**config.mk**
```make
export PLATFORM = sky130hd
export DESIGN_NAME = dma_descriptor_list_builder_unit
export DESIGN_NICKNAME = d
export VERILOG_FILES = /design/src/hdl/dlb_pkg.sv /design/src/hdl/dlb_cfg_regs.sv /design/src/hdl/dlb_engine.sv /design/src/hdl/dlb_skid.sv /design/src/hdl/dma_descriptor_list_builder_unit.sv
export SDC_FILE = /design/constraint.sdc
export NUM_CORES = 1
export LEC_CHECK = 0
export ABC_AREA = 1
export ABC_CLOCK_PERIOD_IN_PS = 7700
export BUFFER_PORTS_ARGS = -buffer_cell sky130_fd_sc_hd__buf_2
export CORE_ASPECT_RATIO = 1.25
export CORE_MARGIN = 8
export CORE_UTILIZATION = 30
export CTS_CLUSTER_SIZE = 20
export DETAILED_ROUTE_END_ITERATION = 7
export PLACE_DENSITY = 0.56
export SYNTH_ARGS = -nofsm -noshare
export SYNTH_HDL_FRONTEND = slang
export SYNTH_SLANG_ARGS = --single-unit
```
**constraint.sdc**
```tcl
create_clock -name i_clk -period 7.7 [get_ports i_clk]
set_clock_uncertainty 0.1 [all_clocks]
set_input_delay 0.385 -clock i_clk [delete_from_list [all_inputs] [get_ports i_clk]]
set_output_delay 0.385 -clock i_clk [all_outputs]
set_load 0.05 [all_outputs]
```
**src/hdl/dlb_pkg.sv**
```systemverilog
// ----------------------------------------------------------------------------
// dlb_pkg
// Shared types and constants of the cyclic DMA descriptor list builder.
// ----------------------------------------------------------------------------
package dlb_pkg;

    localparam int ADDR_W      = 64;
    localparam int LEN_W       = 32;
    localparam int BYTES_W     = 13;
    localparam int IDX_W       = 8;
    localparam int OFF_W       = 12;
    localparam int CFG_IDX_W   = 2;
    localparam int CFG_DATA_W  = 64;
    localparam int IN_TDATA_W  = 8;
    localparam int OUT_TDATA_W = 88;

    localparam int DEFAULT_MAX_ENTRIES = 256;

    // chunks never cross this boundary of the buffer offset
    localparam logic [BYTES_W-1:0] BOUNDARY = 13'h1000;

    typedef enum logic [CFG_IDX_W-1:0] {
        CFG_BASE_ADDRESS = 2'd0,
        CFG_BUFFER_BYTES = 2'd1,
        CFG_PERIOD_SIZE  = 2'd2,
        CFG_WAKEUP_EN    = 2'd3
    } t_cfg_idx;

    typedef enum logic [1:0] {
        ST_VALID = 2'd0,
        ST_LIMIT = 2'd1,
        ST_NONE  = 2'd2
    } t_status;

    typedef struct packed {
        logic [ADDR_W-1:0] base_address;
        logic [LEN_W-1:0]  buffer_bytes;
        logic [LEN_W-1:0]  period_size;
        logic              wakeup_en;
    } t_cfg;

    typedef struct packed {
        logic [ADDR_W-1:0]  entry_address;
        logic [BYTES_W-1:0] entry_bytes;
        logic               interrupt_on_completion;
        logic [IDX_W-1:0]   entry_index;
        logic               last_entry;
        t_status            status;
    } t_entry;

endpackage

```
**src/hdl/dlb_cfg_regs.sv**
```systemverilog
// ----------------------------------------------------------------------------
// dlb_cfg_regs
// Configuration register file: base address, buffer and period size, wakeup.
// ----------------------------------------------------------------------------
module dlb_cfg_regs
    import dlb_pkg::*;
(
    input  logic                  i_clk,
    input  logic                  i_rst_n,
    input  logic                  i_cfg_we,
    input  logic [CFG_IDX_W-1:0]  i_cfg_index,
    input  logic [CFG_DATA_W-1:0] i_cfg_wdata,
    output t_cfg                  o_cfg
);

    t_cfg r_cfg;

    always_ff @(posedge i_clk) begin
        if (!i_rst_n) begin
            r_cfg.base_address <= '0;
            r_cfg.buffer_bytes <= '0;
            r_cfg.period_size  <= '0;
            r_cfg.wakeup_en    <= 1'b1;
        end else if (i_cfg_we) begin
            unique case (t_cfg_idx'(i_cfg_index))
                CFG_BASE_ADDRESS: r_cfg.base_address <= i_cfg_wdata;
                CFG_BUFFER_BYTES: r_cfg.buffer_bytes <= i_cfg_wdata[LEN_W-1:0];
                CFG_PERIOD_SIZE:  r_cfg.period_size  <= i_cfg_wdata[LEN_W-1:0];
                CFG_WAKEUP_EN:    r_cfg.wakeup_en    <= i_cfg_wdata[0];
                default: ;
            endcase
        end
    end

    assign o_cfg = r_cfg;

endmodule

```
**src/hdl/dlb_engine.sv**
```systemverilog
// ----------------------------------------------------------------------------
// dlb_engine
// List walk state and the single-pass logic that cuts the next chunk.
// ----------------------------------------------------------------------------
module dlb_engine
    import dlb_pkg::*;
#(
    parameter int MAX_ENTRIES = DEFAULT_MAX_ENTRIES
) (
    input  logic   i_clk,
    input  logic   i_rst_n,
    input  logic   i_push,
    input  logic   i_restart,
    input  t_cfg   i_cfg,
    output t_entry o_entry
);

    localparam int CNT_W = $clog2(MAX_ENTRIES + 1);
    localparam logic [CNT_W-1:0] MAX_CNT = CNT_W'(MAX_ENTRIES);

    logic [LEN_W-1:0] r_offset, n_offset;
    logic [LEN_W-1:0] r_buf_left, n_buf_left;
    logic [LEN_W-1:0] r_per_left, n_per_left;
    logic             r_per_full, n_per_full;
    logic [CNT_W-1:0] r_count, n_count;
    logic             r_stopped, n_stopped;

    // state as seen after an optional restart
    logic [LEN_W-1:0]   s_offset, s_buf_left, s_per_left;
    logic               s_per_full, s_stopped;
    logic [CNT_W-1:0]   s_count;
    logic [LEN_W-1:0]   per_size, per_left, per_after, buf_after;
    logic               per_full;
    logic [BYTES_W-1:0] room, chunk;
    logic               last;

    always_comb begin
        s_offset   = i_restart ? '0 : r_offset;
        s_buf_left = i_restart ? i_cfg.buffer_bytes : r_buf_left;
        s_per_left = i_restart ? '0 : r_per_left;
        s_per_full = i_restart ? 1'b0 : r_per_full;
        s_count    = i_restart ? '0 : r_count;
        s_stopped  = i_restart ? (i_cfg.buffer_bytes == '0) : r_stopped;

        // open a new period when the current one is used up
        per_size = (i_cfg.period_size != '0) ? i_cfg.period_size : i_cfg.buffer_bytes;
        if (s_per_left != '0) begin
            per_left = s_per_left;
            per_full = s_per_full;
        end else if (per_size != '0 && s_buf_left >= per_size) begin
            per_left = per_size;
            per_full = 1'b1;
        end else begin
            per_left = s_buf_left;
            per_full = 1'b0;
        end

        room      = BOUNDARY - {1'b0, s_offset[OFF_W-1:0]};
        chunk     = (per_left < LEN_W'(room)) ? per_left[BYTES_W-1:0] : room;
        per_after = per_left - LEN_W'(chunk);
        buf_after = s_buf_left - LEN_W'(chunk);
        last      = (buf_after == '0);

        n_offset   = s_offset;
        n_buf_left = s_buf_left;
        n_per_left = s_per_left;
        n_per_full = s_per_full;
        n_count    = s_count;
        n_stopped  = s_stopped;
        o_entry    = '0;

        priority if (s_stopped) begin
            o_entry.status = ST_NONE;
        end else if (s_count >= MAX_CNT) begin
            n_stopped      = 1'b1;
            o_entry.status = ST_LIMIT;
        end else begin
            n_offset   = s_offset + LEN_W'(chunk);
            n_buf_left = buf_after;
            n_per_left = per_after;
            n_per_full = per_full;
            n_count    = s_count + 1'b1;
            n_stopped  = last;

            o_entry.entry_address = i_cfg.base_address + ADDR_W'(s_offset);
            o_entry.entry_bytes   = chunk;
            o_entry.interrupt_on_completion =
                (per_after == '0) && per_full && i_cfg.wakeup_en;
            o_entry.entry_index   = IDX_W'(s_count);
            o_entry.last_entry    = last;
            o_entry.status        = ST_VALID;
        end
    end

    always_ff @(posedge i_clk) begin
        if (!i_rst_n) begin
            r_offset   <= '0;
            r_buf_left <= '0;
            r_per_left <= '0;
            r_per_full <= 1'b0;
            r_count    <= '0;
            r_stopped  <= 1'b1;
        end else if (i_push) begin
            r_offset   <= n_offset;
            r_buf_left <= n_buf_left;
            r_per_left <= n_per_left;
            r_per_full <= n_per_full;
            r_count    <= n_count;
            r_stopped  <= n_stopped;
        end
    end

endmodule

```
**src/hdl/dlb_skid.sv**
```systemverilog
// ----------------------------------------------------------------------------
// dlb_skid
// Result register with a skid stage so the input ready stays registered.
// ----------------------------------------------------------------------------
module dlb_skid
    import dlb_pkg::*;
(
    input  logic   i_clk,
    input  logic   i_rst_n,
    input  logic   i_push,
    input  t_entry i_entry,
    output logic   o_ready,
    output logic   o_valid,
    input  logic   i_pop_ready,
    output t_entry o_entry
);

    logic   r_main_valid, r_skid_valid;
    t_entry r_main, r_skid;
    logic   pop;

    assign pop     = r_main_valid && i_pop_ready;
    assign o_ready = !r_skid_valid;
    assign o_valid = r_main_valid;
    assign o_entry = r_main;

    always_ff @(posedge i_clk) begin
        if (!i_rst_n) begin
            r_main_valid <= 1'b0;
            r_skid_valid <= 1'b0;
        end else if (r_skid_valid) begin
            // drain the skid word into the output register
            if (pop) begin
                r_skid_valid <= 1'b0;
            end
        end else if (i_push) begin
            if (!r_main_valid || pop) begin
                r_main_valid <= 1'b1;
            end else begin
                r_skid_valid <= 1'b1;
            end
        end else if (pop) begin
            r_main_valid <= 1'b0;
        end
    end

    always_ff @(posedge i_clk) begin
        if (r_skid_valid) begin
            if (pop) begin
                r_main <= r_skid;
            end
        end else if (i_push) begin
            if (!r_main_valid || pop) begin
                r_main <= i_entry;
            end else begin
                r_skid <= i_entry;
            end
        end
    end

endmodule

```
**src/hdl/dma_descriptor_list_builder_unit.sv**
```systemverilog
// ----------------------------------------------------------------------------
// dma_descriptor_list_builder_unit
// Emits the descriptor entries of a cyclic DMA buffer, one per request word.
// ----------------------------------------------------------------------------
// Usage:
//   Program base address, buffer size, period size and wakeup through the
//   write port while idle. Each word on the s_axis side is a request: bit 0
//   set restarts the list and yields its first entry, clear yields the next.
//   Every request gives exactly one word on the m_axis side: tdata carries
//   the entry, tlast marks the entry holding the final buffer bytes and
//   tuser the status (valid, entry limit hit, nothing left).
// Timing:
//   An accepted request's entry goes into the result register, or into the skid
//   stage while the result register holds a stalled word. One request per cycle
//   is taken back to back while the skid stage is empty; the chunk cut, the state
//   update and 64-bit address add sit between the list state and result registers.
// Reset:
//   The list is stopped; requests answer "nothing left" until a restart.
// Stall:
//   A stalled receiver fills the result register and then the skid stage;
//   s_axis_tready drops only once both hold a word.
// ----------------------------------------------------------------------------
module dma_descriptor_list_builder_unit
    import dlb_pkg::*;
#(
    parameter int MAX_ENTRIES = DEFAULT_MAX_ENTRIES
) (
    input  logic                   i_clk,
    input  logic                   i_rst_n,
    // configuration write port
    input  logic                   i_cfg_we,
    input  logic [CFG_IDX_W-1:0]   i_cfg_index,
    input  logic [CFG_DATA_W-1:0]  i_cfg_wdata,
    // request stream
    input  logic                   s_axis_tvalid,
    output logic                   s_axis_tready,
    input  logic [IN_TDATA_W-1:0]  s_axis_tdata,   // [0] restart, [7:1] zero
    // entry stream
    output logic                   m_axis_tvalid,
    input  logic                   m_axis_tready,
    output logic [OUT_TDATA_W-1:0] m_axis_tdata,   // [63:0] entry_address,
                                                   // [76:64] entry_bytes,
                                                   // [77] interrupt_on_completion,
                                                   // [85:78] entry_index, [87:86] zero
    output logic                   m_axis_tlast,   // last_entry
    output logic [1:0]             m_axis_tuser    // [1:0] status
);

    t_cfg   cfg;
    t_entry step_entry, out_entry;
    logic   push;

    assign push = s_axis_tvalid && s_axis_tready;

    dlb_cfg_regs u_cfg (
        .i_clk       (i_clk),
        .i_rst_n     (i_rst_n),
        .i_cfg_we    (i_cfg_we),
        .i_cfg_index (i_cfg_index),
        .i_cfg_wdata (i_cfg_wdata),
        .o_cfg       (cfg)
    );

    dlb_engine #(
        .MAX_ENTRIES (MAX_ENTRIES)
    ) u_engine (
        .i_clk     (i_clk),
        .i_rst_n   (i_rst_n),
        .i_push    (push),
        .i_restart (s_axis_tdata[0]),
        .i_cfg     (cfg),
        .o_entry   (step_entry)
    );

    dlb_skid u_skid (
        .i_clk       (i_clk),
        .i_rst_n     (i_rst_n),
        .i_push      (push),
        .i_entry     (step_entry),
        .o_ready     (s_axis_tready),
        .o_valid     (m_axis_tvalid),
        .i_pop_ready (m_axis_tready),
        .o_entry     (out_entry)
    );

    assign m_axis_tdata = {2'b00, out_entry.entry_index, out_entry.interrupt_on_completion,
                           out_entry.entry_bytes, out_entry.entry_address};
    assign m_axis_tlast = out_entry.last_entry;
    assign m_axis_tuser = out_entry.status;

endmodule

```
== After elaboration in Yosys (flattened, before gate mapping) ==
Cells that the tools add are included.

* Register bits after elaboration: 416
* Bits of input ports: 79
* Output and inout bits: 93
* Logic and storage cells: 104

* Add/sub/neg operators: 6
* Magnitude comparators: 3
* Equality and inequality tests: 5
* Mux-type cells: 39
* Bitwise logic cells: 2
* Reductions and logical operators: 25

{| class="wikitable"
|+ Operators with widths
! operator !! number
|-
| 32-bit 2-to-1 mux || 12
|-
| 89-bit 2-to-1 mux || 4
|-
| 87-bit 2-to-1 mux || 2
|-
| 32-bit zero test || 3
|-
| 32-bit nonzero test || 3
|-
| 64-bit by 32-bit adder with 64-bit output || 1
|-
| 32-bit by 13-bit subtractor with 32-bit output || 2
|-
| 32-bit by 13-bit adder with 32-bit output || 1
|-
| 32-bit greater-or-equal comparator || 1
|-
| 32-bit by 13-bit less-than comparator with 1-bit output || 1
|-
| 9-bit 2-to-1 mux || 3
|-
| 1-bit 2-to-1 mux || 16
|-
| 13-bit 2-to-1 mux || 1
|-
| 13-bit by 12-bit subtractor with 13-bit output, first input constant || 1
|-
| 9-bit by 1-bit adder with 9-bit output, second input constant || 1
|-
| 9-bit greater-or-equal comparator, second input constant || 1
|-
| 3-bit AND reduction || 3
|-
| 2-bit AND reduction || 4
|-
| 2-bit nonzero test || 3
|-
| 1-bit logical AND || 5
|-
| 2-bit equality test, second input constant || 2
|-
| 2-bit by 1-bit equality test with 1-bit output, second input constant || 1
|-
| 1-bit zero test || 2
|-
| 2-bit zero test || 1
|-
| other kinds (5) || 6
|}

== Logic depth before layout (Yosys ltp) ==
* Depth after elaboration: 17
* Depth in mapped cells: 70
* Depth with buffers taken out: 67

== Cells and area by module ==
A second synthesis with hierarchy kept.

* Cell total of the unflattened synthesis: 3765
* Area total of the unflattened synthesis: 26327.8 um2

{| class="wikitable"
|+ By module, submodules not included
! module !! times used !! cells each !! area each (um2) !! seq. area each (um2)
|-
| dlb_engine || 1 || 2442 || 14116.0 || 2142.1
|-
| dlb_skid || 1 || 485 || 6612.6 || 5385.2
|-
| dlb_cfg_regs || 1 || 833 || 5572.8 || 2582.5
|-
| dma_descriptor_list_builder_unit || 1 || 5 || 26.3 || 0.0
|}

== Worst setup path before layout ==
Ideal clock, no wire load.

* Path kind: input-to-reg
* From: in s_axis_tdata[0]
* To: reg u_skid.r_skid[11] in the netlist's numbering, data pin
* Library setup time: 0.150 ns
* Arrival time: 7.746 ns
* Required time: 7.450 ns
* Path slack: -0.295 ns
* Stages: 60
* Buffers on the path: 9
* Cells stage by stage: buf_4 > buf_2 > buf_2 > buf_1 > clkbuf_1 > clkbuf_1 > nand2_1 > o21ai_0 > inv_1 > ha_1 > a21oi_1 > nor2_1 > a211oi_1 > o221a_2 > nand2_1 > nand2_1 > nand2_2 > nand2_4 > (+24 left out) > nand2_1 > nand2_1 > nand3_1 > nand2_1 > nand2_1 > inv_1 > nor2_1 > inv_1 > nor2_4 > nand2_2 > nor2_8 > xor2_1 > inv_2 > nor2_1 > nand2_1 > nor2_1 > nand3_1 > nor3_2

{| class="wikitable"
|+ RTL lines
! what !! RTL line !! RTL
|-
| start: declaration || dma_descriptor_list_builder_unit.sv:37 || <nowiki>input logic [IN_TDATA_W-1:0] s_axis_tdata,</nowiki>
|-
| end signal: assignment || dlb_skid.sv:56 || <nowiki>r_skid <= i_entry;</nowiki>
|-
| end: declaration || dlb_skid.sv:19 || <nowiki>t_entry r_main, r_skid;</nowiki>
|}

== Final worst setup path ==
* From: reg u_cfg.r_cfg, in the netlist u_cfg.o_cfg[2]
* To: reg u_skid.r_main, in the netlist u_skid.o_entry[11], data pin

* Word-level cells in the longest chain between the ends: 17
* Elaborated cells on any way between the ends: 20
* Classes of those cells: add/sub (1); order compare (2); mux (11); reduce/logical (6)

{| class="wikitable"
|+ RTL lines
! what !! RTL line !! RTL
|-
| start: declaration || dlb_cfg_regs.sv:16 || <nowiki>t_cfg r_cfg;</nowiki>
|-
| 32-bit nonzero test || dlb_engine.sv:46 || <nowiki>per_size = (i_cfg.period_size != '0) ? i_cfg.period_size : i_cfg.buffer_bytes;</nowiki>
|-
| 32-bit 2-to-1 mux (*) || dlb_engine.sv:46 ||
|-
| 32-bit greater-or-equal comparator / 32-bit nonzero test (equally long branches) || dlb_engine.sv:50 || <nowiki>end else if (per_size != '0 && s_buf_left >= per_size) begin</nowiki>
|-
| 1-bit logical AND || dlb_engine.sv:50 ||
|-
| 32-bit 2-to-1 mux || dlb_engine.sv:50 ||
|-
| 32-bit 2-to-1 mux || dlb_engine.sv:47 || <nowiki>if (s_per_left != '0) begin</nowiki>
|-
| 32-bit by 13-bit less-than comparator with 1-bit output || dlb_engine.sv:59 || <nowiki>chunk = (per_left < LEN_W'(room)) ? per_left[BYTES_W-1:0] : room;</nowiki>
|-
| 13-bit 2-to-1 mux || dlb_engine.sv:59 ||
|-
| 32-bit by 13-bit subtractor with 32-bit output || dlb_engine.sv:60 || <nowiki>per_after = per_left - LEN_W'(chunk);</nowiki>
|-
| 32-bit zero test || dlb_engine.sv:88 || <nowiki>(per_after == '0) && per_full && i_cfg.wakeup_en;</nowiki>
|-
| 1-bit logical AND (*) (2 in series) || dlb_engine.sv:88 ||
|-
| 87-bit 2-to-1 mux (*) || dlb_engine.sv:74 || <nowiki>end else if (s_count >= MAX_CNT) begin</nowiki>
|-
| 87-bit 2-to-1 mux (*) || dlb_engine.sv:72 || <nowiki>priority if (s_stopped) begin</nowiki>
|-
| 89-bit 2-to-1 mux (*) || dlb_skid.sv:53 || <nowiki>if (!r_main_valid || pop) begin</nowiki>
|-
| 89-bit 2-to-1 mux (*) || dlb_skid.sv:52 || <nowiki>end else if (i_push) begin</nowiki>
|-
| 89-bit 2-to-1 mux (*) || dlb_skid.sv:48 || <nowiki>if (r_skid_valid) begin</nowiki>
|-
| end signal: assignment || dlb_skid.sv:50 || <nowiki>r_main <= r_skid;</nowiki>
|-
| end signal: assignment || dlb_skid.sv:54 || <nowiki>r_main <= i_entry;</nowiki>
|-
| end: declaration || dlb_skid.sv:19 ||
|}

Mark *: on every way between the ends. The rest lies on a longest branch, timed or not. The select of a mux whose other input is x is not followed.
A chain may end at the register's enable or synchronous reset.

==> impl_metrics.json <==
{
  "irDropWorstVdd_mv": 0.192,
  "worstMarginPinSlew_ns": 1.14,
  "min_period_ns": 7.74,
  "clkLatencyLatePin_ns": 0.62,
  "antenna_found_initial": 4,
  "initial_core_util_pct": 30.2,
  "die_y_um": 341,
  "wl_per_cell_um": 18.5,
  "dp_hpwl_mm": 71.2,
  "syn-instance-count": 3495,
  "synth_seq_cells": 416,
  "gp_congestion": 0.910,
  "grt_max_degree": 97,
  "worstSetupStartpointType": "flip-flop",
  "stdcell_count": 5175,
  "globalRouteTotalUtil_pct": 19.5,
  "grt_pass1_wl_mm": 143,
  "clock_sinks": 416,
  "ant_nets": 0,
  "nFillCells": 8702,
  "drt_wl_total_mm": 95.8,
  "rsz0062_at_grt": "yes",
  "slowest_delay_ns": 0.39,
  "cpMaxStageDelayCell": "or3_4",
  "fin_ws_ns": -0.0366,
  "drive_gt1_share_pct": 24.8,
  "synth_area_sq_um": 25300,
  "clk_pin_slew_ns": 0.06,
  "core_sq_um": 84000,
  "leakagePower_nw": 15.0,
  "critical_path_class": "flip-flop to flip-flop",
  "drt_iter0_markers": 1799,
  "regArea_sq_um": 10100,
  "areaGrowthSynthToFinish_pct": 33.0,
  "setup_viol": 2,
  "clock-root-buffer": "clkbuf_16",
  "nets": 4244,
  "maxSlewHeadroom_pct": 23.7,
  "cp_data_arrival_time_ns": 8.09,
  "ios": 172,
  "ys.flop_type": "dfxtp_1",
  "synth_seq_area_share_pct": 39.9,
  "power_density_nw_per_um2": 334,
  "cts_tree": "built",
  "grt_pass1_vias": 24569,
  "drc": 0,
  "layout_common_cells": "nand2_1 (702), buf_4 (418), inv_1 (397)",
  "multi_input_area_sq_um": 14200,
  "clockBufferDepth": 3,
  "final_common_cell": "nand2_1",
  "h-tree-depth": 2,
  "status": "finished, violations left",
  "grt.overflow.total": 0,
  "rrSetupSlack_ns": -0.04,
  "post-route-period-util_pct": 100,
  "ys_types": 62,
  "num_rows": 119,
  "die_x_um": 276,
  "hold_viol": 0,
  "drt_pre_antenna_iters": 5,
  "fmax_ghz": 0.129,
  "slew_viol_final": 0,
  "post-route-util_pct": 40.1,
  "numCtsBuffers": 46,
  "hold_path_class": "primary input to flip-flop",
  "avgViaCountPerCell": 4.92,
  "violations": "setup timing",
  "port_buffers": 162,
  "yosys_warnings": 0,
  "async_flop_share_pct": 0,
  "num_vias": 25451,
  "synth_edf_count": 178,
  "drv_cap": 0,
  "cp.required_ns": 8.06,
  "die_area_sq_um": 94100,
  "dp_cells": 4994,
  "worst_setup_path_end_kind": "flip-flop",
  "tns_ns": -0.0703,
  "path_max_fanout": 11,
  "synth_area_per_cell_sq_um": 7.25
}
-- stage by stage --
stage	hold slack (ns)	power, mW	setup WS [ns]	instance area, sq um
floorplan	0.336	5.44	0.0744	25300
global placement	0.349	7.85	-0.297	29900
global route	0.00819	11.9	-0.518	33700
detailed placement	0.352	7.86	-0.343	29900
finish	0.0250	11.3	-0.0366	33700
CTS	0.00102	10.6	0.00199	32400
-- what timing repair did --
action / CTS / global route
gates resized for setup: 70 / 263
cloned: 2 / 1
pin swaps: 26 / 130
hold buffers: 39 / 0
endpoints found under the setup margin: 29 / 65
buffers inserted: 12 / 40
hold endpoints to repair: 56 / 0
-- where the power goes --
part	switching (mW)	leakage, nW	internal, mW
clock	1.01	0.782	1.41
combinational	3.41	10.6	2.82
sequential	0.0907	3.66	2.52
-- critical path, delay by kind of cell (launching register included) --
kind                     cells  cell delay (ns)
AND/OR/NAND/NOR             26             3.37
flip-flops                   1             0.32
XOR/XNOR                     1             0.12
buffers and inverters       12             1.39
AO/OA/AOI/OAI               10             1.35
adder cells (fa/ha/maj)      3             0.90
-- flip-flops by register name, indices dropped and copies added, names as in the netlist --
| name | cells |
|---|---|
| u_engine.r_per_full | 1 |
| u_engine.r_stopped | 1 |
| u_skid.r_skid_valid | 1 |
| u_skid.r_skid | 89 |
| u_engine.r_buf_left | 32 |
| u_engine.r_per_left | 32 |
| u_engine.r_count | 9 |
| u_engine.r_offset | 32 |
| u_skid.o_valid | 1 |
| u_cfg.o_cfg | 129 |
| u_skid.o_entry | 89 |
-- cell usage after synthesis (all sizes together), types with 3 or more instances --
master  instances  area share [%]
nand2         776              12
inv           428             6.4
nor2          409             6.4
a21oi         353             7.2
o21ai         343             7.0
dfxtp         238              19
edfxtp        178              21
nand3         145             2.9
clkbuf        119             1.8
ha            117             5.8
nor3           67             1.5
xor2           56             1.9
nand4          45             1.1
buf            32            0.84
nor4           29            0.72
a31oi          27            0.67
o211ai         25            0.74
a211oi         17            0.50
xnor2          10            0.35
a221oi          9            0.31
o21a            8            0.24
or2             8            0.20
o221ai          7            0.24
a21boi          6            0.18
nand3b          6            0.23
and3            5            0.12
fa              4            0.32
a21o            3           0.089
a22oi           3           0.089
clkinv          3           0.044
o21bai          3           0.089
-- routing by layer --
layer	track usage, %	up-vias	share of wire, %
met5	0	-	0.011
met4	10.9	2	6.1
met3	2.12	227	4.5
met2	35.4	665	50
met1	22.1	11809	39
li1	-	12748	-
-- path summary, 6_finish.rpt --
kind | to | cells past startpoint | start
min | u_cfg.o_cfg[82]$_SDFFE_PN0P_ | 3 | i_cfg_wdata[17]
max reg2reg | u_skid.o_entry[11]$_DFFE_PP_ | 52 | u_cfg.o_cfg[2]$_SDFFE_PN0P_
max | u_skid.o_entry[11]$_DFFE_PP_ | 52 | u_cfg.o_cfg[2]$_SDFFE_PN0P_
min reg2reg | u_engine.r_buf_left[27]$_SDFFE_PN0P_ | 2 | u_engine.r_buf_left[27]$_SDFFE_PN0P_
-- cells by family after synthesis --
logic type                 synth area share (%)
buffers and inverters                      9.00
xor gates and xnor gates                   2.28
and+or+nand+nor                            25.1
other                                    0.0148
adders and majority gates                  6.09
DFF                                        39.9
AOI/OAI and AO/OA                          17.6
-- layout make-up --
cell class	instances	area share (%)
Timing Repair Buffer	648	14.0
Clock buffer	55	3.70
Multi-Input combinational cell	2500	42.2
Inverter	431	4.89
Timing Repair inverter	1	0.0260
Sequential cell	416	30.0
Tap cell	1089	4.04
Antenna cell	5	0.0371
Clock inverter	30	1.14
(Power assumes the default switching activity.)
